## config.mk

```make
export PLATFORM = sky130hd
export DESIGN_NAME = qns_norm
export DESIGN_NICKNAME = d
export VERILOG_FILES = /design/src/rtl/core/qns_pkg.sv /design/src/rtl/core/qns_norm.sv
export SDC_FILE = /design/constraint.sdc
export NUM_CORES = 1
export LEC_CHECK = 0
export BUFFER_PORTS_ARGS = -buffer_cell sky130_fd_sc_hd__buf_2
export CORE_UTILIZATION = 55
export DETAILED_ROUTE_END_ITERATION = 10
export PLACE_DENSITY_LB_ADDON = 0.3
export SKIP_CTS_REPAIR_TIMING = 1
export SYNTH_ARGS = -nofsm -noshare
export SYNTH_HDL_FRONTEND = slang
export SYNTH_SLANG_ARGS = --single-unit
```

## constraint.sdc

```tcl
create_clock -name clk -period 8.35 [get_ports clk]
set_input_delay 0.835 -clock clk [delete_from_list [all_inputs] [get_ports clk]]
set_output_delay 0.835 -clock clk [all_outputs]
set_load 0.02 [all_outputs]
```

## src/rtl/core/qns_pkg.sv

```systemverilog
// Shared types and constants of the quaternion norm sort and search block.
// Depends on nothing; qns_if, the top level and qns_norm refer to it.
`default_nettype none

package qns_pkg;

	localparam int COMP_W     = 16;
	localparam int NCOMP      = 4;
	localparam int NORM_W     = 33;
	localparam int OUT_NORM_W = 32;
	localparam int FUNC_W     = 3;
	localparam int STAT_W     = 2;
	localparam int CNT_OUT_W  = 7;
	localparam int IDX_OUT_W  = 6;
	localparam int TAG_IO_W   = 8;
	localparam int READ_IDX_W = 6;

	typedef enum logic [FUNC_W-1:0] {
		FN_LOAD   = 3'd0,
		FN_SORT   = 3'd1,
		FN_SEARCH = 3'd2,
		FN_READ   = 3'd3,
		FN_CLEAR  = 3'd4
	} func_t;

	typedef enum logic [STAT_W-1:0] {
		ST_OK    = 2'd0,
		ST_MISS  = 2'd1,
		ST_FULL  = 2'd2,
		ST_RANGE = 2'd3
	} status_t;

	typedef logic signed [COMP_W-1:0] comp_t;
	// Element 0 is the scalar part, then i, j and k.
	typedef comp_t [NCOMP-1:0] quat_t;

endpackage

`default_nettype wire

```

## src/rtl/core/qns_norm.sv

```systemverilog
// Squared norm unit: one squarer shared over the four components, one per cycle.
// Depends on qns_pkg.
`default_nettype none

module qns_norm (
	input  wire logic                          clk,
	input  wire logic                          arst_n,
	input  wire logic                          start,
	input  wire qns_pkg::quat_t                quat,
	output logic                               done,
	output logic [qns_pkg::NORM_W-1:0]         norm
);

	qns_pkg::quat_t                     q_q;
	logic                               busy_q;
	logic [2:0]                         cnt_q;
	logic                               pv_q;
	logic [2*qns_pkg::COMP_W-1:0]       prod_q;
	logic [qns_pkg::NORM_W-1:0]         acc_q;
	logic                               done_q;
	qns_pkg::comp_t                     cur;
	logic signed [2*qns_pkg::COMP_W-1:0] sq;

	assign cur  = $signed(q_q[cnt_q[1:0]]);
	assign sq   = cur * cur;
	assign done = done_q;
	assign norm = acc_q;

	// The product of a step is registered and added in the next cycle; done rises after the last add.
	always_ff @(posedge clk or negedge arst_n) begin
		if (!arst_n) begin
			busy_q <= 1'b0;
			cnt_q  <= '0;
			pv_q   <= 1'b0;
			done_q <= 1'b0;
		end else begin
			done_q <= 1'b0;
			if (start) begin
				q_q    <= quat;
				busy_q <= 1'b1;
				cnt_q  <= '0;
				pv_q   <= 1'b0;
				acc_q  <= '0;
			end else if (busy_q) begin
				if (pv_q) begin
					acc_q <= acc_q + qns_pkg::NORM_W'(prod_q);
				end
				if (cnt_q != 3'(qns_pkg::NCOMP)) begin
					prod_q <= sq;
					pv_q   <= 1'b1;
					cnt_q  <= cnt_q + 3'd1;
				end else begin
					pv_q   <= 1'b0;
					busy_q <= 1'b0;
					done_q <= 1'b1;
				end
			end
		end
	end

endmodule

`default_nettype wire
```

# Yosys cells after proc, flatten, opt, wreduce, memory -nomap -nowiden
# Index checks and enable logic that the tools add are counted.
[op_classes]
bitwise_logic = 1
reduce_logical = 5
n_eq_ne = 1
order_cmp = 1
mul = 1
n_addsub = 2
n_mux = 15
[op_table]
columns = ["cell", "n"]
rows = [
  ["2-to-1 mux 33 bit", 2],
  ["adder 33 x 32 -> 33 bit", 1],
  ["binary-select mux 16 bit (select 2 bit)", 1],
  ["multiplier 16 x 16 -> 32 bit", 1],
  ["2-to-1 mux 16 bit", 1],
  ["2-to-1 mux 3 bit", 3],
  ["2-to-1 mux 1 bit", 8],
  ["AND reduction 2 bit", 2],
  ["AND reduction 4 bit", 1],
  ["nonzero test 2 bit", 2],
  ["adder 3 x 1 -> 3 bit, second input constant", 1],
  ["less-than comparator 2 x 3 -> 1 bit, second input constant", 1],
  ["!= test 3 bit, second input constant", 1],
  ["inverter 1 bit", 1],
]
[totals]
in_bits = 67
regBits = 135
word_cells = 36

# Depth between registers and ports, before layout
# Gate-level depths: netlist of the first run.
[depth]
depth_word = 4
ltp_mapped = 30
mapped_depth_nobuf = 27

# Least setup slack after synthesis of the first run
# OpenSTA, ideal clock, no wires.
[synth_timing]
kind = "register to register"
from = "register cnt_q[1]"
to = "register prod_q[30] (netlist bit) (data pin)"
synth_period_minus_slack_ns = 7.109
arrival_ns = 6.821
setup_slack_ns = 1.241
stages_incl_launch_ff = 28
required_ns = 8.062
path_cell_list = "dfrtp_1 -> clkbuf_1 -> buf_2 -> mux2i_1 -> nand2_1 -> o21ai_1 -> inv_1 -> clkbuf_1 -> nand2_1 -> inv_1 -> fa_1 -> inv_1 -> fa_1 -> inv_1 -> fa_1 -> inv_1 -> fa_1 -> fa_1 -> fa_1 -> inv_1 -> ha_1 -> and3_1 -> and4_1 -> nand3b_1 -> o22a_1 -> a41oi_1 -> o41ai_1 -> o311ai_0"
[synth_between]
elab_chain_cells = 3
[synth_lines]
columns = ["item", "line", "rtl"]
rows = [
  ["start: declaration", "qns_norm.sv:16", "logic [2:0] cnt_q;"],
  ["start signal: assignment", "qns_norm.sv:51", "cnt_q <= cnt_q + 3'd1;"],
  ["binary-select mux 16 bit (select 2 bit)", "qns_norm.sv:24", "assign cur = $signed(q_q[cnt_q[1:0]]);"],
  ["2-to-1 mux 16 bit (not written as such)", "qns_norm.sv:24", ""],
  ["multiplier 16 x 16 -> 32 bit", "qns_norm.sv:25", "assign sq = cur * cur;"],
  ["named net sq, one bit", "qns_norm.sv:22", "logic signed [2*qns_pkg::COMP_W-1:0] sq;"],
  ["end signal: assignment", "qns_norm.sv:49", "prod_q <= sq;"],
  ["end: declaration", "qns_norm.sv:18", "logic [2*qns_pkg::COMP_W-1:0] prod_q;"],
]
# The timed path passes the listed nets, and every way through them passes these cells. The select of a mux whose other input is x is not followed.
# A chain may end at the register's enable or synchronous reset.

# Final worst setup path of the first run
[layout_timing]
from = "register cnt_q[0]"
to = "register prod_q[30] (netlist bit) (data pin)"
# Same word-level chain as after synthesis.

==> results.md, run 1 <==
* Run status: completed
* Max Fclk at 128 MHz
* CP Launch Type: register
* Die H at 170 um
* Post-Syn Instances at 1,524
* Worst Hold Class: primary input to async pin
* Core area at 27,800 sq um
* Worst-Skew Late Latency at 0.42 ns
* Post-synth EDFFs at 128
* Worst-Margin Slew at 0.745 ns
* Iter 0 DRT Violations at 745
* Worst Path Max Fanout at 17
* Top cell type's share of synthesized area at 30.2%
* TritonCTS clock tree: done
* Clock transition at path regs at 0.06 ns
* Crit path DAT at 8.02 ns
* Share of cells above drive strength 1 at 10.6%
* Routed len/inst at 16.1 um
* Number of global-route vias before repair at 11,300
* Routability congestion estimate at 0.948
* Critical Path End Type: register
* Post-layout nets at 2,047
* DR pass1 iterations at 7
* Antenna Violating Nets Remaining at 0
* Largest net degree at the start of global routing at 65
* I/O pin total at 101
* First-pass GRT wire length at 54,400 um
* Register area at 3990 sq um
* Tcrit/Tclk final at 93.7%
* Maximum buffer depth of the clock tree at 2
* Initial Utilization at 55.8%
* Setup CP Type: register to register
* Max Cap Viol at 0
* Synth area leaders: fa_1, edfxtp_1, ha_1
* Cell Rows at 61
* Final Hold Vio Count at 0
* Synthesis Warnings at 0
* Overflow after GRT at 0
* Slew Limit Headroom at 49.7%
* Reg2reg path depth at 23
* FILL cells at 2,319
* Ratio of routed vias to standard cells at 5.33
* Worst reg2reg path startpoint: cnt_q[0]
* R2r endpoint: prod_q[30]
* Slew Viols, Final at 0
* # setup viols final at 0
* Seq/Total Area, Yosys at 25.7%
* Crit path required time at 8.55 ns
* Synth async-reset ratio at 4.48%
* Count leader, synth: inv_1
* Gr usage total at 23.9%
* Min Tclk post-route at 7.83 ns
* Post-synth net total at 1,948
* CTS Buf Count at 17
* TNS Setup at 0 ns
* Syn_area_per_cell at 10.2 sq um
* Initial antenna violation count at 0
* Cell taking the most area after synthesis: fa_1
* Clock tree sinks at 134
* Worst Clk Skew at 0.0118 ns
* Detailed Place HPWL at 26,600 um
* Port Buffers at 100
* Unrepaired setup endpoints after global routing: false
* Register bit total from synthesis at 134
* Main synth FF type: edfxtp_1
* R2R Setup Slk at 0.52 ns
* Root Driver: clkbuf_16
* Full die area at 28,900 sq um
* H-tree level count at 4
* Post-synth top cells: inv_1, fa_1, nand2_1
* P&R area growth vs syn at 10.1%
* Synth Cell Area at 15,500 sq um
* Routed WL at 32,400 um
* Multi-input logic area at 10,100 sq um
* Total vias in the final route at 10,700
* Post-synth cell types at 65
* Die X-Extent at 170 um
* Residual DRC at 0
* # diodes at 0
## cell type report
class                      instances  share of cell area (%)
inverter                         352                    7.73
timing repair buffer             117                    3.68
clock buffer                      17                    2.49
sequential                       134                    23.4
multi-input combinational       1001                    58.9
tap                              378                    2.77
clock inverter                    14                    1.08
## routing by layer
metal	share of wire, %	global-route usage (%)
met4	2.2	7.21
met3	5.9	4.37
met2	46	39.1
met5	0	0
met1	46	32.6
## worst max path at each step
stage | from | endpoint | slack [ns] | cells after the start
global route | cnt_q[0] | prod_q[30] | 0.09 | 23
floorplan | cnt_q[1] | prod_q[30] | 1.24 | 27
finish | cnt_q[0] | prod_q[30] | 0.52 | 23
CTS | cnt_q[0] | prod_q[30] | 0.64 | 23
detailed placement | cnt_q[0] | prod_q[30] | 0.68 | 23
global placement | cnt_q[0] | prod_q[30] | 0.88 | 22
## per-stage QoR
stage                     std cells  hold WS, ns  cell area [sq um]  util [%]  setup slack [ns]
after floorplan                1524        0.505              15500         -              1.24
after global placement         1982        0.523              16500      59.3             0.879
after detailed placement       1982        0.534              16500      59.3             0.678
after CTS                      2013        0.511              17100      61.5             0.644
after global routing           2013        0.537              17100      61.5            0.0897
final                          2013        0.512              17100      61.5             0.523
## kinds of logic after synthesis
group                      synth area share, %
buffers and inverters                     9.44
adders and majority gates                 40.1
and+or+nand+nor                           10.0
AOI/OAI and AO/OA                         8.83
DFF                                       25.7
xor gates and xnor gates                  3.39
muxes                                     2.45
## worst max-delay path, stage by stage, from the launching register on
cell and delay [ns]:
dfrtp_1 0.79, buf_4 0.30, o21a_1 0.41, clkinv_1 0.41
nor2_1 0.29, inv_1 0.09, fa_1 0.51, inv_1 0.05
fa_1 0.45, fa_1 0.52, fa_1 0.44, fa_1 0.49
inv_1 0.05, fa_1 0.47, inv_1 0.04, ha_1 0.33
and3_1 0.22, and4_1 0.26, nand3b_1 0.12, o22a_1 0.23
a41oi_1 0.17, o41ai_1 0.65, nand3_1 0.17, o311ai_0 0.15
## sequential cells by signal, summed over array words and instances, names as in the netlist
| register | cells |
|---|---|
| q_q | 64 |
| done | 1 |
| cnt_q | 3 |
| norm | 33 |
| busy_q | 1 |
| prod_q | 31 |
| pv_q | 1 |
## cell usage in the layout, fill, tap and decap left out, drive strengths merged, types with 8 or more instances in the layout
master    n
ha      123
a31oi     8
nand2   154
clkbuf   17
and3      9
xor2     22
mux2i    11
nand3    19
buf     117
nor2     84
a21oi    66
fa      234
xnor2    38
edfxtp  128
o21ai    42
a211oi   14
a21o     22
inv     352
mux2     10
nor3     15
o21a     14
clkinv   10
nand3b    8
o21bai   12
and2     22
Power of run 1 is not shown: default switching activity piles up to over one toggle a cycle in this logic, so the estimate is an artifact.
==> run 2: changes to the inputs <==
Settings changed: GPL_TIMING_DRIVEN set to 0.
==> results.md, run 2 (synthesis gave the netlist of run 1 again) <==
* Unrepaired setup endpoints after global routing: false
* Gr usage total at 24.1%
* Commonest non-fill, non-tap cell in the layout: inv_1
* R2r endpoint: prod_q[31]
* Worst-Margin Slew at 0.931 ns
* Slew Limit Headroom at 37.5%
* Hold_ws at 0.566 ns
* Placed inst area at 16,500 sq um
* First-pass GRT wire length at 54,000 um
* Max Cap Viol at 0
* Crit path DAT at 8.01 ns
* Post-layout nets at 2,069
* Maximum buffer depth of the clock tree at 2
* Port Buffers at 99
* Total vias in the final route at 10,700
* Max Fclk at 127 MHz
* Die X-Extent at 170 um
* P&R area growth vs syn at 10.8%
* Antenna Violating Nets Remaining at 0
* Biggest register: q_q
* Multi-input logic area at 10,100 sq um
* Initial Utilization at 55.8%
* Final Instance Area at 17,200 sq um
* Initial antenna violation count at 0
* Worst Path Max Fanout at 10
* CP Launch Type: register
* Worst Clk Skew at 0.0223 ns
* I/O pin total at 101
* Reg2reg path depth at 26
* Max FFs per register at 64
* Residual DRC at 0
* Worst-Skew Late Latency at 0.43 ns
* DR pass1 iterations at 6
* Highest-count cells in the layout ignoring fill and taps: inv_1, fa_1, nand2_1, edfxtp_1, ha_1
* Core area at 27,800 sq um
* Detailed Place HPWL at 26,800 um
* Largest net degree at the start of global routing at 42
* Root Driver: clkbuf_16
* Clock transition at path regs at 0.06 ns
* Pre-CTS setup slack at -0.354 ns
* H-tree level count at 4
* # diodes at 0
* Routed len/inst at 16.0 um
* Cell Rows at 61
* Run status: completed
* Routed WL at 32,600 um
* Register area at 3990 sq um
* Clock tree sinks at 134
* Worst Setup Slack, final at 0.483 ns
* CTS Buf Count at 17
* Setup CP Type: register to register
* Worst reg2reg path startpoint: cnt_q[1]
* Tcrit/Tclk final at 94.2%
* Routability congestion estimate at 0.948
* Number of global-route vias before repair at 11,200
* Final Hold Vio Count at 0
* # setup viols final at 0
* Overflow after GRT at 0
* TritonCTS clock tree: done
* Critical Path End Type: register
* Crit path required time at 8.49 ns
* Min Tclk post-route at 7.87 ns
* Full die area at 28,900 sq um
* Iter 0 DRT Violations at 694
* Slew Viols, Final at 0
* Share of cells above drive strength 1 at 10.6%
* Die H at 170 um
* Worst Hold Class: primary input to async pin
* TNS Setup at 0 ns
* R2R Setup Slk at 0.48 ns
* FILL cells at 2,327
* Ratio of routed vias to standard cells at 5.26
## run 2: cell types whose count changed in the layout (fill, tap and decap cells not counted), moves of 2 or more
cell | previous run | this run
clkinv_2 | 5 | 2
buf_4 | 17 | 0
buf_6 | 0 | 2
clkbuf_1 | 0 | 28
buf_1 | 0 | 2
o21ai_2 | 0 | 5
buf_2 | 100 | 102
o21ai_1 | 10 | 5
clkinvlp_4 | 0 | 2
clkbuf_2 | 0 | 7
## run 2: through the flow
stage / std cells / utilization, %
after CTS: 2036 / 61.7
after floorplan: 1524 / -
after global routing: 2036 / 61.9
after detailed placement: 2004 / 59.5
after global placement: 2001 / 59.3
final: 2036 / 61.9
## run 2: area by class of cell
type	count	share of cell area [%]
Clock inverter	12	1.05
Multi-Input combinational cell	1001	58.7
Clock buffer	20	2.54
Timing Repair Buffer	102	3.13
Tap cell	378	2.75
Inverter	352	7.69
Sequential cell	134	23.2
Buffer	37	0.881
## run 2: worst max-delay path by stage
stage	from	endpoint	depth (start not counted)
after floorplan	cnt_q[1]	prod_q[30]	27
after global placement	cnt_q[1]	prod_q[31]	26
after detailed placement	cnt_q[1]	prod_q[31]	26
after CTS	cnt_q[1]	prod_q[31]	26
after global routing	cnt_q[1]	prod_q[30]	26
final	cnt_q[1]	prod_q[31]	26
## run 2: worst max-delay path, stage by stage (launching register included)
cell and delay (ns):
dfrtp_1 0.46, clkbuf_2 0.31, buf_2 0.34, mux2i_1 0.25, nand2_1 0.09, o21ai_2 0.24, inv_1 0.18, clkbuf_2 0.27
nand2_1 0.19, inv_1 0.11, fa_1 0.53, fa_1 0.72, fa_1 0.50, fa_1 0.51, fa_1 0.50, inv_1 0.05
fa_1 0.47, inv_1 0.04, ha_1 0.32, a21o_1 0.17, a21o_1 0.17, a21oi_1 0.17, o21ai_0 0.16, nor3_2 0.35
o2111ai_1 0.18, a21oi_1 0.19, xnor2_1 0.10
## run 2: metal layers
metal	wire (um)	track usage, %	vias up	part of all wire (%)
met2	15300	40.6	384	47
met4	642	6.89	2	2.0
met3	2180	5.23	48	6.7
li1	-	-	5132	-
met1	14500	31.3	5147	44
met5	47	0	-	0.14
Power of run 2 is left out for the same reason.
