==> config.mk <==
export PLATFORM = sky130hd
export DESIGN_NAME = qns_ram
export DESIGN_NICKNAME = d
export VERILOG_FILES = /design/src/rtl/core/qns_ram.sv
export SDC_FILE = /design/constraint.sdc
export NUM_CORES = 1
export LEC_CHECK = 0
export ABC_CLOCK_PERIOD_IN_PS = 2300
export BUFFER_PORTS_ARGS = -buffer_cell sky130_fd_sc_hd__buf_2
export CORE_MARGIN = 4
export CORE_UTILIZATION = 40
export CTS_CLUSTER_DIAMETER = 60
export DETAILED_ROUTE_END_ITERATION = 8
export PLACE_DENSITY_LB_ADDON = 0.12
export SYNTH_ARGS = -nofsm -noshare
export SYNTH_HDL_FRONTEND = slang
export SYNTH_SLANG_ARGS = --single-unit
==> constraint.sdc <==
create_clock -name clk -period 2.3 [get_ports clk]
set_clock_uncertainty 0.1 [all_clocks]
set_input_delay 0.115 -clock clk [delete_from_list [all_inputs] [get_ports clk]]
set_output_delay 0.115 -clock clk [all_outputs]
set_load 0.05 [all_outputs]
==> src/rtl/core/qns_ram.sv <==
// Generic single-write, single-read synchronous RAM with registered read data.
// Depends on nothing.
`default_nettype none

module qns_ram #(
	parameter int W = 8,
	parameter int D = 64
) (
	input  wire logic                 clk,
	input  wire logic                 we,
	input  wire logic [$clog2(D)-1:0] waddr,
	input  wire logic [W-1:0]         wdata,
	input  wire logic [$clog2(D)-1:0] raddr,
	output logic      [W-1:0]         rdata
);

	logic [W-1:0] mem [D];

	always_ff @(posedge clk) begin
		if (we) begin
			mem[waddr] <= wdata;
		end
		rdata <= mem[raddr];
	end

endmodule

`default_nettype wire

======== Word-level counts from Yosys, hierarchy flattened ========
Memory sizes are Yosys's and may differ from the RTL's. A register that Yosys moved wholly into a read port is not among the register bits.
Cells that the tools add are included.
operators by class
  muxes and demuxes ....................... 2
operators with widths
  operator          count
  1-bit 2-to-1 mux  2
word-level totals
  logic and storage cells ................. 3
  register bits after elaboration ......... 0
  memories ................................ 1
  bits of input ports ..................... 22
  output and inout bits ................... 8
  memory bits (writable) .................. 512
memory list
  memory  words  bits a word  read ports  clocked after memory_dff  write ports  line  source
  mem     64     8            1           1                         1            17    logic [W-1:0] mem [D];

======== Depth between registers and ports, before layout ========
Gate-level depths: netlist (run 1).
  depth in word-level cells ............... 2
  mapped depth ............................ 9
  depth with buffers taken out ............ 5

======== Worst setup path after synthesis (run 1) ========
OpenSTA, ideal clock, no wires.
  path kind ............................... input-to-reg
  from .................................... input port raddr[1]
  to ...................................... register rdata[3], read port of mem
  arrival ................................. 1.655 ns
  required time ........................... 2.072 ns
  setup time .............................. 0.128 ns
  buffers on the path ..................... 3
  slack ................................... 0.417 ns
  stages on the path ...................... 7
  path through ............................ buf_4 > buf_2 > buf_2 > mux4_2 > mux4_2 > o21ai_1 > o41ai_1
RTL lines
  what                line  source
  start: declaration  13    input wire logic [$clog2(D)-1:0] raddr,
  end: declaration    14    output logic [W-1:0] rdata

==> out/qor.csv, run 1 <==
stage,metric,value,unit
sta,worst_slack,0.155,ns
floorplanning,pin_count,30,
power_and_ir_drop,power,20.7,mW
global_routing,met2_usage,29.7,%
power_and_ir_drop,irDropWorstVdd,0.000598,V
yosys,synth_top_cell_by_area,edfxtp_1,
sta,period_share,93.2,%
floorplanning,start_util,40.4,%
floorplanning,rows,82,
cts,cts_tree,built,
yosys,synth.area.top_cells,"edfxtp_1 76%, mux4_2 14%, nor2_1 1.5%",
critical_path,r2r-end,rdata[6]$_DFF_P_,
critical_path,required,2.68,ns
sta,final-setup-viol-count,0,
sta,worst_pin_slew,0.770,ns
critical_path,ff2ff_setup_slack,0.16,ns
drt,drt_iter0_markers,886,
layout,drive_gt1_share,34.3,%
yosys,yosysUniqueCellTypes,40,
yosys,syn-num-nets,962,
critical_path,crit_path_end,rdata[6]$_DFF_P_,
cts,path_clk_slew,0.06,ns
cts,cts_buffer_depth,3,
drt,wl_per_cell,26.6,um
drt,route.detailed.drc,0,
placement,hpwl,32400,um
placement,port_buffers,29,
cts,clk_latency,0.61,ns
global_routing,grt_overflow_total,0,
flow_run,drv_cap,0,
floorplanning,die_area,54100,um^2
floorplanning,die_x,233,um
global_routing,met1_usage,26.9,%
layout,regArea,15500,um^2
placement,gp_congestion,0.770,
drt,num_vias,9971,
global_routing,grt_pass1_wl,72700,um
power_and_ir_drop,powerDensity,857,nW/um^2
cts,cts-root-buf,clkbuf_16,
sta,slew_viol_final,0,
critical_path,cp-end-kind,register,
global_routing,grt_pass1_vias,10400,
drt,wirelength,49600,um
sta,rsz0062_at_grt,no,
worst_hold_path,hold_path_class,primary input to register,
global_routing,antenna_found_initial,4,
sta,fmax,466,MHz
cts,cts.sinks,520,
critical_path,crit_type,register to register,
yosys,ys_ff_latch,520,
sta,finalHoldViolCount,0,
layout,multi_input_area,4320,um^2
floorplanning,core,50000,um^2
global_routing,busiest_layer,met2,
yosys,yosys_warnings,0,
drt,drtAntennaViolNets,0,
floorplanning,die_y,233,um
yosys,synth_top_area_share,76.2,%
layout,fin_nets,1169,
yosys,syn-cell-area,20200,um^2
layout,final_cell_mix,"512 x edfxtp_1, 146 x buf_4, 126 x mux4_2",
layout,syn_to_final_growth,20.0,%
yosys,syn_inst,940,
critical_path,worstSetupStartpointType,register,
critical_path,cp_max_fo,1,
cts,cts_made_buffers,55,
global_routing,use_met3,3.86,%
outcome,status,"finished, final reports clean",
sta,layout_min_cycle_time,2.14,ns
yosys,ys_seq_area_share,77.0,%
layout,nFillCells,4174,
layout,final_common_cell,edfxtp_1,
power_and_ir_drop,p_leak,7.87,nW
cts,htreeDepth,2,
critical_path,reg2reg_from,mem[21][6]$_DFFE_PP_,
critical_path,r2r_cells,6,
sta,slew_headroom,48.7,%
drt,vias_per_cell,5.35,
yosys,avgSynthCellArea,21.5,um^2
drt,drt_first_pass_iters,5,
critical_path,crit_path_start,mem[21][6]$_DFFE_PP_,
critical_path,cp_data_arrival_time,2.52,ns
placement,dp_slack,-0.179,ns
global_routing,grt_max_degree,65,
global_routing,grt_use_total,18.7,%
[timing repair]
action                                  in CTS  in global routing
gates resized for setup                      1                  0
hold buffers                                15                  0
endpoints found under the setup margin       1                  0
hold endpoints to repair                   254                  0
buffers inserted                             0                  0
[report_power, final]
part	total [mW]	internal, mW	leakage [nW]	switching [mW]
sequential	10.5	10.5	4.67	0.0369
clock	9.01	5.37	0.880	3.63
combinational	1.20	0.487	2.32	0.711
[registers in the layout (all words and copies together), names as in the netlist]
register,flops
mem,512
rdata,8
[area by class of cell]
class                           instances  area share, %
Tap cell                              672           3.48
Sequential cell                       520           64.2
Clock inverter                         33           1.65
Antenna cell                            1         0.0103
Multi-Input combinational cell        369           17.9
Timing Repair Buffer                  201           6.82
Clock buffer                           68           5.98
[kinds of logic (layout without fill, tap and decap cells)]
kind of cell	Yosys count	in the layout	share of synthesized area (%)
muxes	162	162	15.9
and+or+nand+nor	153	153	3.39
AOI/OAI and AO/OA	54	54	2.07
DFF	520	520	77.0
other	0	1	0
buffers and inverters	51	302	1.57
[metal layers]
| metal | wire, um | vias up | share of wire (%) |
|---|---|---|---|
| met1 | 22100 | 5291 | 45 |
| met3 | 2930 | 54 | 5.9 |
| li1 | - | 4360 | - |
| met5 | 0 | - | 0 |
| met4 | 944 | 0 | 1.9 |
| met2 | 23600 | 266 | 48 |
[stage by stage]
| step | TNS (ns) | std cells | cell area (um^2) | util [%] | hold WS (ns) |
|---|---|---|---|---|---|
| global route | 0 | 1863 | 24200 | 48.4 | 0.0518 |
| detailed placement | -0.251 | 1747 | 22200 | 44.4 | 0.454 |
| floorplan | 0 | 940 | 20200 | - | 0.114 |
| finish | 0 | 1864 | 24200 | 48.4 | 0.0353 |
| CTS | 0 | 1863 | 24200 | 48.4 | 0.0507 |
| global placement | -0.285 | 1747 | 22200 | 44.4 | 0.446 |
[cell usage after synthesis (all sizes together)]
cell     count
nand4b       1
nor2b       14
mux2        13
a31oi        1
mux2i       23
o21ai        4
a211oi       4
o22ai        8
a2111oi      2
nand3b       3
edfxtp     512
o221a        2
o311ai       1
o32ai        2
and2         1
or3          1
o2bb2ai      3
nand2b       7
o41ai        2
a21oi        3
buf         34
nor2        83
dfxtp        8
a221oi       6
o221ai       8
o2111ai      3
nor4         2
nand2       19
a22oi        3
nor3         7
clkbuf      17
nand4        2
o21a         2
mux4       126
nand3       13
[critical path, stage by stage (launching register included)]
cell and delay (ns):
edfxtp_1 0.36, mux4_2 0.49, mux2_2 0.27, o221a_2 0.30, nor3_2 0.26, buf_4 0.16
o32ai_1 0.08
[how the worst min path moves through the flow]
stage / startpoint / endpoint / slack (ns) / depth (start not counted)
floorplan: wdata[0] / mem[0][0]$_DFFE_PP_ / 0.11 / 0
CTS: we / mem[11][1]$_DFFE_PP_ / 0.05 / 4
global placement: raddr[5] / rdata[1]$_DFF_P_ / 0.45 / 3
finish: wdata[1] / mem[43][1]$_DFFE_PP_ / 0.04 / 1
global route: wdata[1] / mem[45][1]$_DFFE_PP_ / 0.05 / 1
detailed placement: raddr[5] / rdata[0]$_DFF_P_ / 0.45 / 3
Note: power is estimated with default switching activity, not from simulation.
==> run 2: changes to the inputs <==
--- a/config.mk
+++ b/config.mk
@@ -7,6 +7,7 @@
 export LEC_CHECK = 0
 export ABC_CLOCK_PERIOD_IN_PS = 2300
 export BUFFER_PORTS_ARGS = -buffer_cell sky130_fd_sc_hd__buf_2
+export CORE_ASPECT_RATIO = 0.9
 export CORE_MARGIN = 4
 export CORE_UTILIZATION = 40
 export CTS_CLUSTER_DIAMETER = 60
==> out/qor.csv, run 2 (same netlist as run 1, synthesis figures left out) <==
stage,metric,value,unit,change
outcome,status,"finished, final reports clean",,
power_and_ir_drop,powerDensity,840,nW/um^2,-1.9%
sta,layout_min_cycle_time,2.24,ns,+0.0926 ns
cts,cts_tree,built,,
layout,num_antenna_cells,0,,-1
sta,setup_tns,0,ns,unchanged
power_and_ir_drop,p_leak,7.72,nW,-1.9%
layout,regArea,15500,um^2,unchanged
flow_run,drv_cap,0,,unchanged
floorplanning,core,49500,um^2,-0.89%
critical_path,r2r-end,rdata[6]$_DFF_P_,,
power_and_ir_drop,p_clk_share,41.7,%,-1.7 points
global_routing,grt_use_total,18.3,%,-0.40 points
global_routing,grt_pass1_vias,10400,,-0.35%
power_and_ir_drop,intPower,15.8,mW,-3.4%
layout,syn_to_final_growth,18.3,%,
worst_hold_path,min_to,mem[16][2]$_DFFE_PP_,,
worst_hold_path,min_from,wdata[2],,
power_and_ir_drop,p_switching,4.26,mW,-2.7%
critical_path,crit_chain,mux4_2 > mux2_2 > o221a_2 > nor3_2 > o32ai_1,,
floorplanning,pin_count,30,,unchanged
drt,wl_per_cell,26.7,um,+0.48%
cts,path_clk_slew,0.06,ns,about the same
sta,slew_viol_final,0,,unchanged
critical_path,slowest_stage,mux4_2,,
sta,rsz0062_at_grt,no,,
drt,route.detailed.drc,0,,unchanged
drt,wirelength,49100,um,-0.93%
critical_path,cp-end-kind,register,,
cts,cts_made_buffers,54,,-1.8%
sta,worst_pin_slew,0.903,ns,+0.133 ns
drt,drtAntennaViolNets,0,,unchanged
layout,final_common_cell,edfxtp_1,,
floorplanning,die_y,221,um,-5.0%
drt,num_vias,9952,,-0.19%
power_and_ir_drop,pwr-share-seq,52.5,%,+1.7 points
global_routing,antenna_found_initial,3,,-1
layout,nFillCells,4168,,-0.14%
drt,drt_first_pass_iters,5,,unchanged
placement,port_buffers,29,,unchanged
layout,fin_nets,1147,,-1.9%
floorplanning,rows,77,,-6.1%
critical_path,required,2.64,ns,-0.04 ns
layout,top_register,mem,,
power_and_ir_drop,irDropWorstVdd,0.000558,V,-6.8%
layout,largest_reg_flops,512,,unchanged
cts,cts_buffer_depth,3,,unchanged
critical_path,cp_max_fo,1,,unchanged
cts,cts-root-buf,clkbuf_16,,
floorplanning,die_area,54100,um^2,about the same
critical_path,reg2reg_from,mem[29][6]$_DFFE_PP_,,
sta,fmax,447,MHz,-4.1%
critical_path,r2r_cells,5,,-1
layout,multi_input_area,4320,um^2,unchanged
placement,hpwl,32500,um,+0.45%
drt,drt_iter0_markers,847,,-4.4%
critical_path,worstSetupStartpointType,register,,
power_and_ir_drop,power,20.1,mW,-3.3%
layout,drive_gt1_share,33.3,%,-0.92 points
placement,gp_congestion,0.812,,+5.5%
worst_hold_path,hold_depth,1,,unchanged
critical_path,max_stage_delay,0.48,ns,about the same
global_routing,grt_max_degree,65,,unchanged
cts,cts_setup_buffers,0,,unchanged
power_and_ir_drop,switching_share,21.3,%,+0.12 points
cts,htreeDepth,2,,unchanged
worst_hold_path,hold_path_class,primary input to register,,
power_and_ir_drop,p_comb_share,5.8,%,about the same
critical_path,ff2ff_setup_slack,0.06,ns,-0.09 ns
global_routing,grt_overflow_total,0,,unchanged
cts,clk_latency,0.59,ns,-0.02 ns
sta,slew_headroom,39.8,%,-8.9 points
layout,final_cell_mix,"512 x edfxtp_1, 131 x buf_4, 126 x mux4_2",,
floorplanning,die_x,245,um,+5.2%
global_routing,grt_pass1_wl,72800,um,about the same
sta,finalHoldViolCount,0,,unchanged
sta,period_share,97.3,%,+4.0 points
sta,final-setup-viol-count,0,,unchanged
cts,cts.sinks,520,,unchanged
critical_path,crit_type,register to register,,
layout,reg_top3,"mem x512, rdata x8",,
drt,vias_per_cell,5.41,,+1.2%
critical_path,cp_data_arrival_time,2.58,ns,+0.06 ns
floorplanning,start_util,40.7,%,+0.36 points
run 2: cell types whose count changed in the layout (fill, tap and decap cells not counted), sizes merged:
cell,change
buf,-15
bufinv,-5
clkbuf,+1
clkinv,+4
clkinvlp,-2
diode,-1
dlygate4sd3,-6
inv,-1
run 2: metal layers:
layer / part of all wire [%] / track usage, % / vias to the layer above
li1: - / - / 4308
met1: 46 / 27.6 / 5325
met2: 47 / 28.1 / 242
met3: 4.5 / 2.83 / 73
met4: 2.4 / 5.08 / 4
met5: 0.055 / 0 / -
run 2: critical path, delay by kind of cell, from the launching register on:
family	cells	cell delay, ns
and+or+nand+nor	1	0.44
AOI/OAI and AO/OA	2	0.45
muxes	2	0.76
DFF	1	0.35
run 2: layout make-up:
class	count	share of cell area [%]
Sequential cell	520	65.1
Clock buffer	69	6.17
Tap cell	671	3.52
Clock inverter	29	0.933
Multi-Input combinational cell	369	18.1
Timing Repair Buffer	180	6.19
run 2: metrics by stage:
stage / cells / utilization [%] / hold WS (ns) / area, um^2 / setup WS [ns]
floorplan: 940 / - / 0.114 / 20200 / 0.417
detailed placement: 1731 / 44.6 / 0.336 / 22100 / -0.229
global placement: 1731 / 44.6 / 0.342 / 22100 / -0.242
finish: 1838 / 48.2 / 0.0983 / 23900 / 0.0628
CTS: 1838 / 48.2 / 0.0542 / 23900 / 0.104
global route: 1838 / 48.2 / 0.0926 / 23900 / 0.0415
run 2: worst max path at each step:
stage | start | end | slack (ns) | cells after the start
final | mem[29][6]$_DFFE_PP_ | rdata[6]$_DFF_P_ | 0.06 | 5
after global placement | raddr[0] | rdata[6]$_DFF_P_ | -0.24 | 6
after global routing | mem[44][2]$_DFFE_PP_ | rdata[2]$_DFF_P_ | 0.04 | 5
after detailed placement | raddr[0] | rdata[6]$_DFF_P_ | -0.23 | 6
after floorplan | raddr[1] | rdata[3]$_DFF_P_ | 0.42 | 7
after CTS | mem[40][2]$_DFFE_PP_ | rdata[2]$_DFF_P_ | 0.10 | 5
run 2: power groups by stage:
stage          sequential [mW]  combinational (mW)  clock, mW
2_1_floorplan             10.8               0.559          0
3_3_place_gp              10.7                1.16          0
3_5_place_dp              10.7                1.17          0
4_1_cts                   10.5                1.19       8.57
5_1_grt                   10.5                1.25       9.00
6_report                  10.5                1.17       8.36
run 2: what timing repair did:
| item | in CTS | in global routing |
|---|---|---|
| resized for setup | 1 | 0 |
| setup endpoints to repair | 1 | 0 |
| hold buffers | 9 | 0 |
| hold endpoints to repair | 116 | 0 |
==> run 3: changes to the inputs <==
--- a/config.mk
+++ b/config.mk
@@ -12,6 +12,7 @@
 export CORE_UTILIZATION = 40
 export CTS_CLUSTER_DIAMETER = 60
 export DETAILED_ROUTE_END_ITERATION = 8
+export HOLD_SLACK_MARGIN = 0.12
 export PLACE_DENSITY_LB_ADDON = 0.12
 export SYNTH_ARGS = -nofsm -noshare
 export SYNTH_HDL_FRONTEND = slang
==> constraint.sdc (replaced) <==
create_clock -name clk -period 2.3 [get_ports clk]
set_clock_uncertainty 0.1 [all_clocks]
set_input_delay 0.46 -clock clk [delete_from_list [all_inputs] [get_ports clk]]
set_output_delay 0.46 -clock clk [all_outputs]
set_load 0.05 [all_outputs]
==> out/qor.csv, run 3 (same netlist as run 1, synthesis figures left out) <==
stage,metric,value,unit,change
power_and_ir_drop,p_switching,4.20,mW,-1.6%
placement,gp_congestion,0.803,,-1.2%
critical_path,r2r-end,rdata[6]$_DFF_P_,,
critical_path,ff2ff_setup_slack,0.12,ns,+0.05 ns
power_and_ir_drop,p_leak,7.73,nW,+0.13%
drt,num_vias,9851,,-1.0%
layout,regArea,15500,um^2,unchanged
floorplanning,die_x,245,um,unchanged
global_routing,grt_overflow_total,0,,unchanged
cts,cts_made_buffers,53,,-1.9%
layout,final_cell_mix,"512 x edfxtp_1, 155 x buf_4, 126 x mux4_2",,
floorplanning,die_area,54100,um^2,unchanged
cts,cts-root-buf,clkbuf_16,,
critical_path,max_stage_delay,0.55,ns,+0.07 ns
critical_path,crit_type,primary input to register,,
power_and_ir_drop,intPower,15.6,mW,-1.1%
sta,slew_viol_final,0,,unchanged
placement,dp_cells,1753,,+1.3%
worst_hold_path,min_to,rdata[6]$_DFF_P_,,
outcome,status,"finished, final reports clean",,
cts,cts_tree,built,,
cts,htreeDepth,2,,unchanged
critical_path,required,2.63,ns,about the same
power_and_ir_drop,power,19.8,mW,-1.2%
layout,final_common_cell,edfxtp_1,,
global_routing,grt_pass1_wl,70800,um,-2.7%
layout,nFillCells,4157,,-0.26%
critical_path,crit_chain,clkbuf_8 > buf_12 > mux4_2 > mux4_2 > o21ai_1 > o41ai_1,,
power_and_ir_drop,p_clk_share,41.0,%,-0.7 points
critical_path,crit_buf_inv,2,,+2
layout,syn_to_final_growth,18.2,%,about the same
floorplanning,pin_count,30,,unchanged
sta,fmax,458,MHz,+2.4%
floorplanning,start_util,40.7,%,unchanged
global_routing,grt_pass1_vias,10200,,-1.8%
critical_path,slowest_stage,mux4_2,,
layout,multi_input_area,4320,um^2,about the same
power_and_ir_drop,switching_share,21.2,%,-0.087 points
critical_path,cp_data_arrival_time,2.51,ns,-0.07 ns
power_and_ir_drop,irDropWorstVdd,0.000579,V,+3.8%
global_routing,antenna_found_initial,2,,-1
drt,wl_per_cell,26.0,um,-2.8%
sta,slew_headroom,21.3,%,-18 points
drt,route.detailed.drc,0,,unchanged
cts,cts_setup_buffers,0,,unchanged
global_routing,grt_use_total,17.8,%,-0.47 points
sta,period_share,95.0,%,-2.3 points
drt,vias_per_cell,5.32,,-1.7%
critical_path,cpMostUsedCell,mux4_2,,
placement,port_buffers,29,,unchanged
layout,instances_no_fill,1850,,+0.65%
critical_path,r2r_cells,5,,unchanged
sta,worst_pin_slew,1.18,ns,+0.277 ns
sta,rsz0062_at_grt,no,,
drt,drtAntennaViolNets,0,,unchanged
layout,reg_top3,"mem x512, rdata x8",,
critical_path,path_depth,6,,+1
floorplanning,core,49500,um^2,unchanged
critical_path,critPathTopFamily,multiplexers,,
layout,drive_gt1_share,33.9,%,+0.60 points
flow_run,drv_cap,0,,unchanged
sta,layout_min_cycle_time,2.18,ns,-0.0527 ns
global_routing,grt_max_degree,65,,unchanged
sta,final-setup-viol-count,0,,unchanged
drt,drt_iter0_markers,905,,+6.8%
drt,drt_first_pass_iters,5,,unchanged
critical_path,cp_max_fo,19,,+18
power_and_ir_drop,powerDensity,831,nW/um^2,-1.1%
drt,wirelength,48000,um,-2.2%
layout,largest_reg_flops,512,,unchanged
cts,ctsHoldBuffers,0,,-9
floorplanning,rows,77,,unchanged
power_and_ir_drop,p_comb_share,5.9,%,about the same
critical_path,reg2reg_from,mem[20][6]$_DFFE_PP_,,
layout,fin_nets,1159,,+1.0%
worst_hold_path,min_from,raddr[5],,
worst_hold_path,hold_path_class,primary input to register,,
layout,top_register,mem,,
critical_path,worstSetupStartpointType,primary input,,
floorplanning,die_y,221,um,unchanged
sta,finalHoldViolCount,0,,unchanged
cts,cts.sinks,520,,unchanged
power_and_ir_drop,pwr-share-seq,53.1,%,+0.6 points
placement,hpwl,30900,um,-5.0%
cts,clk_latency,0.60,ns,about the same
cts,cts_buffer_depth,3,,unchanged
cts,path_clk_slew,0.07,ns,about the same
critical_path,cp-end-kind,register,,
worst_hold_path,hold_depth,3,,+2
run 3: routing by layer:
| metal | share of wire [%] | vias to the layer above | GRT usage, % |
|---|---|---|---|
| met4 | 2.5 | 4 | 4.88 |
| met2 | 46 | 253 | 27.0 |
| met1 | 46 | 5194 | 26.6 |
| met5 | 0.054 | - | 0 |
| met3 | 5.3 | 74 | 3.79 |
| li1 | - | 4326 | - |
run 3: power groups by stage:
stage / Combinational, mW / Clock, mW / Sequential (mW)
detailed placement: 1.18 / 0 / 10.7
global placement: 1.18 / 0 / 10.7
CTS: 1.19 / 8.36 / 10.5
floorplan: 0.559 / 0 / 10.8
global route: 1.25 / 8.79 / 10.5
finish: 1.17 / 8.13 / 10.5
run 3: repair_timing:
| item | 4_1_cts | 5_1_grt |
|---|---|---|
| gates resized for setup | 2 | 0 |
| endpoints found under the hold margin | 0 | 0 |
| endpoints found under the setup margin | 1 | 0 |
run 3: how the worst max path moves through the flow:
stage                             to     start
floorplan           rdata[3]$_DFF_P_  raddr[1]
global placement    rdata[5]$_DFF_P_  raddr[1]
detailed placement  rdata[5]$_DFF_P_  raddr[1]
CTS                 rdata[5]$_DFF_P_  raddr[1]
global route        rdata[5]$_DFF_P_  raddr[1]
finish              rdata[5]$_DFF_P_  raddr[0]
run 3: area by class of cell:
type | instances | area share [%]
well taps | 671 | 3.52
repair buffers | 193 | 6.41
diodes | 3 | 0.0315
multi-input cells | 369 | 18.1
clock inverters | 28 | 1.00
clock buffers | 66 | 5.77
flip-flops and latches | 520 | 65.1
run 3: worst min-delay path, stage by stage:
cell	delay, ns
buf_2	0.20
nand3_1	0.10
o32ai_1	0.06
run 3: through the flow:
stage / setup WS [ns] / area [um^2] / hold WS [ns] / utilization [%] / setup TNS (ns)
final: 0.116 / 23800 / 0.187 / 48.2 / 0
after global routing: 0.00951 / 23800 / 0.183 / 48.1 / 0
after CTS: 0.0943 / 23800 / 0.144 / 48.1 / 0
after detailed placement: -0.854 / 22200 / 0.725 / 44.9 / -3.09
after global placement: -0.870 / 22200 / 0.735 / 44.9 / -2.96
after floorplan: 0.0723 / 20200 / 0.459 / - / 0
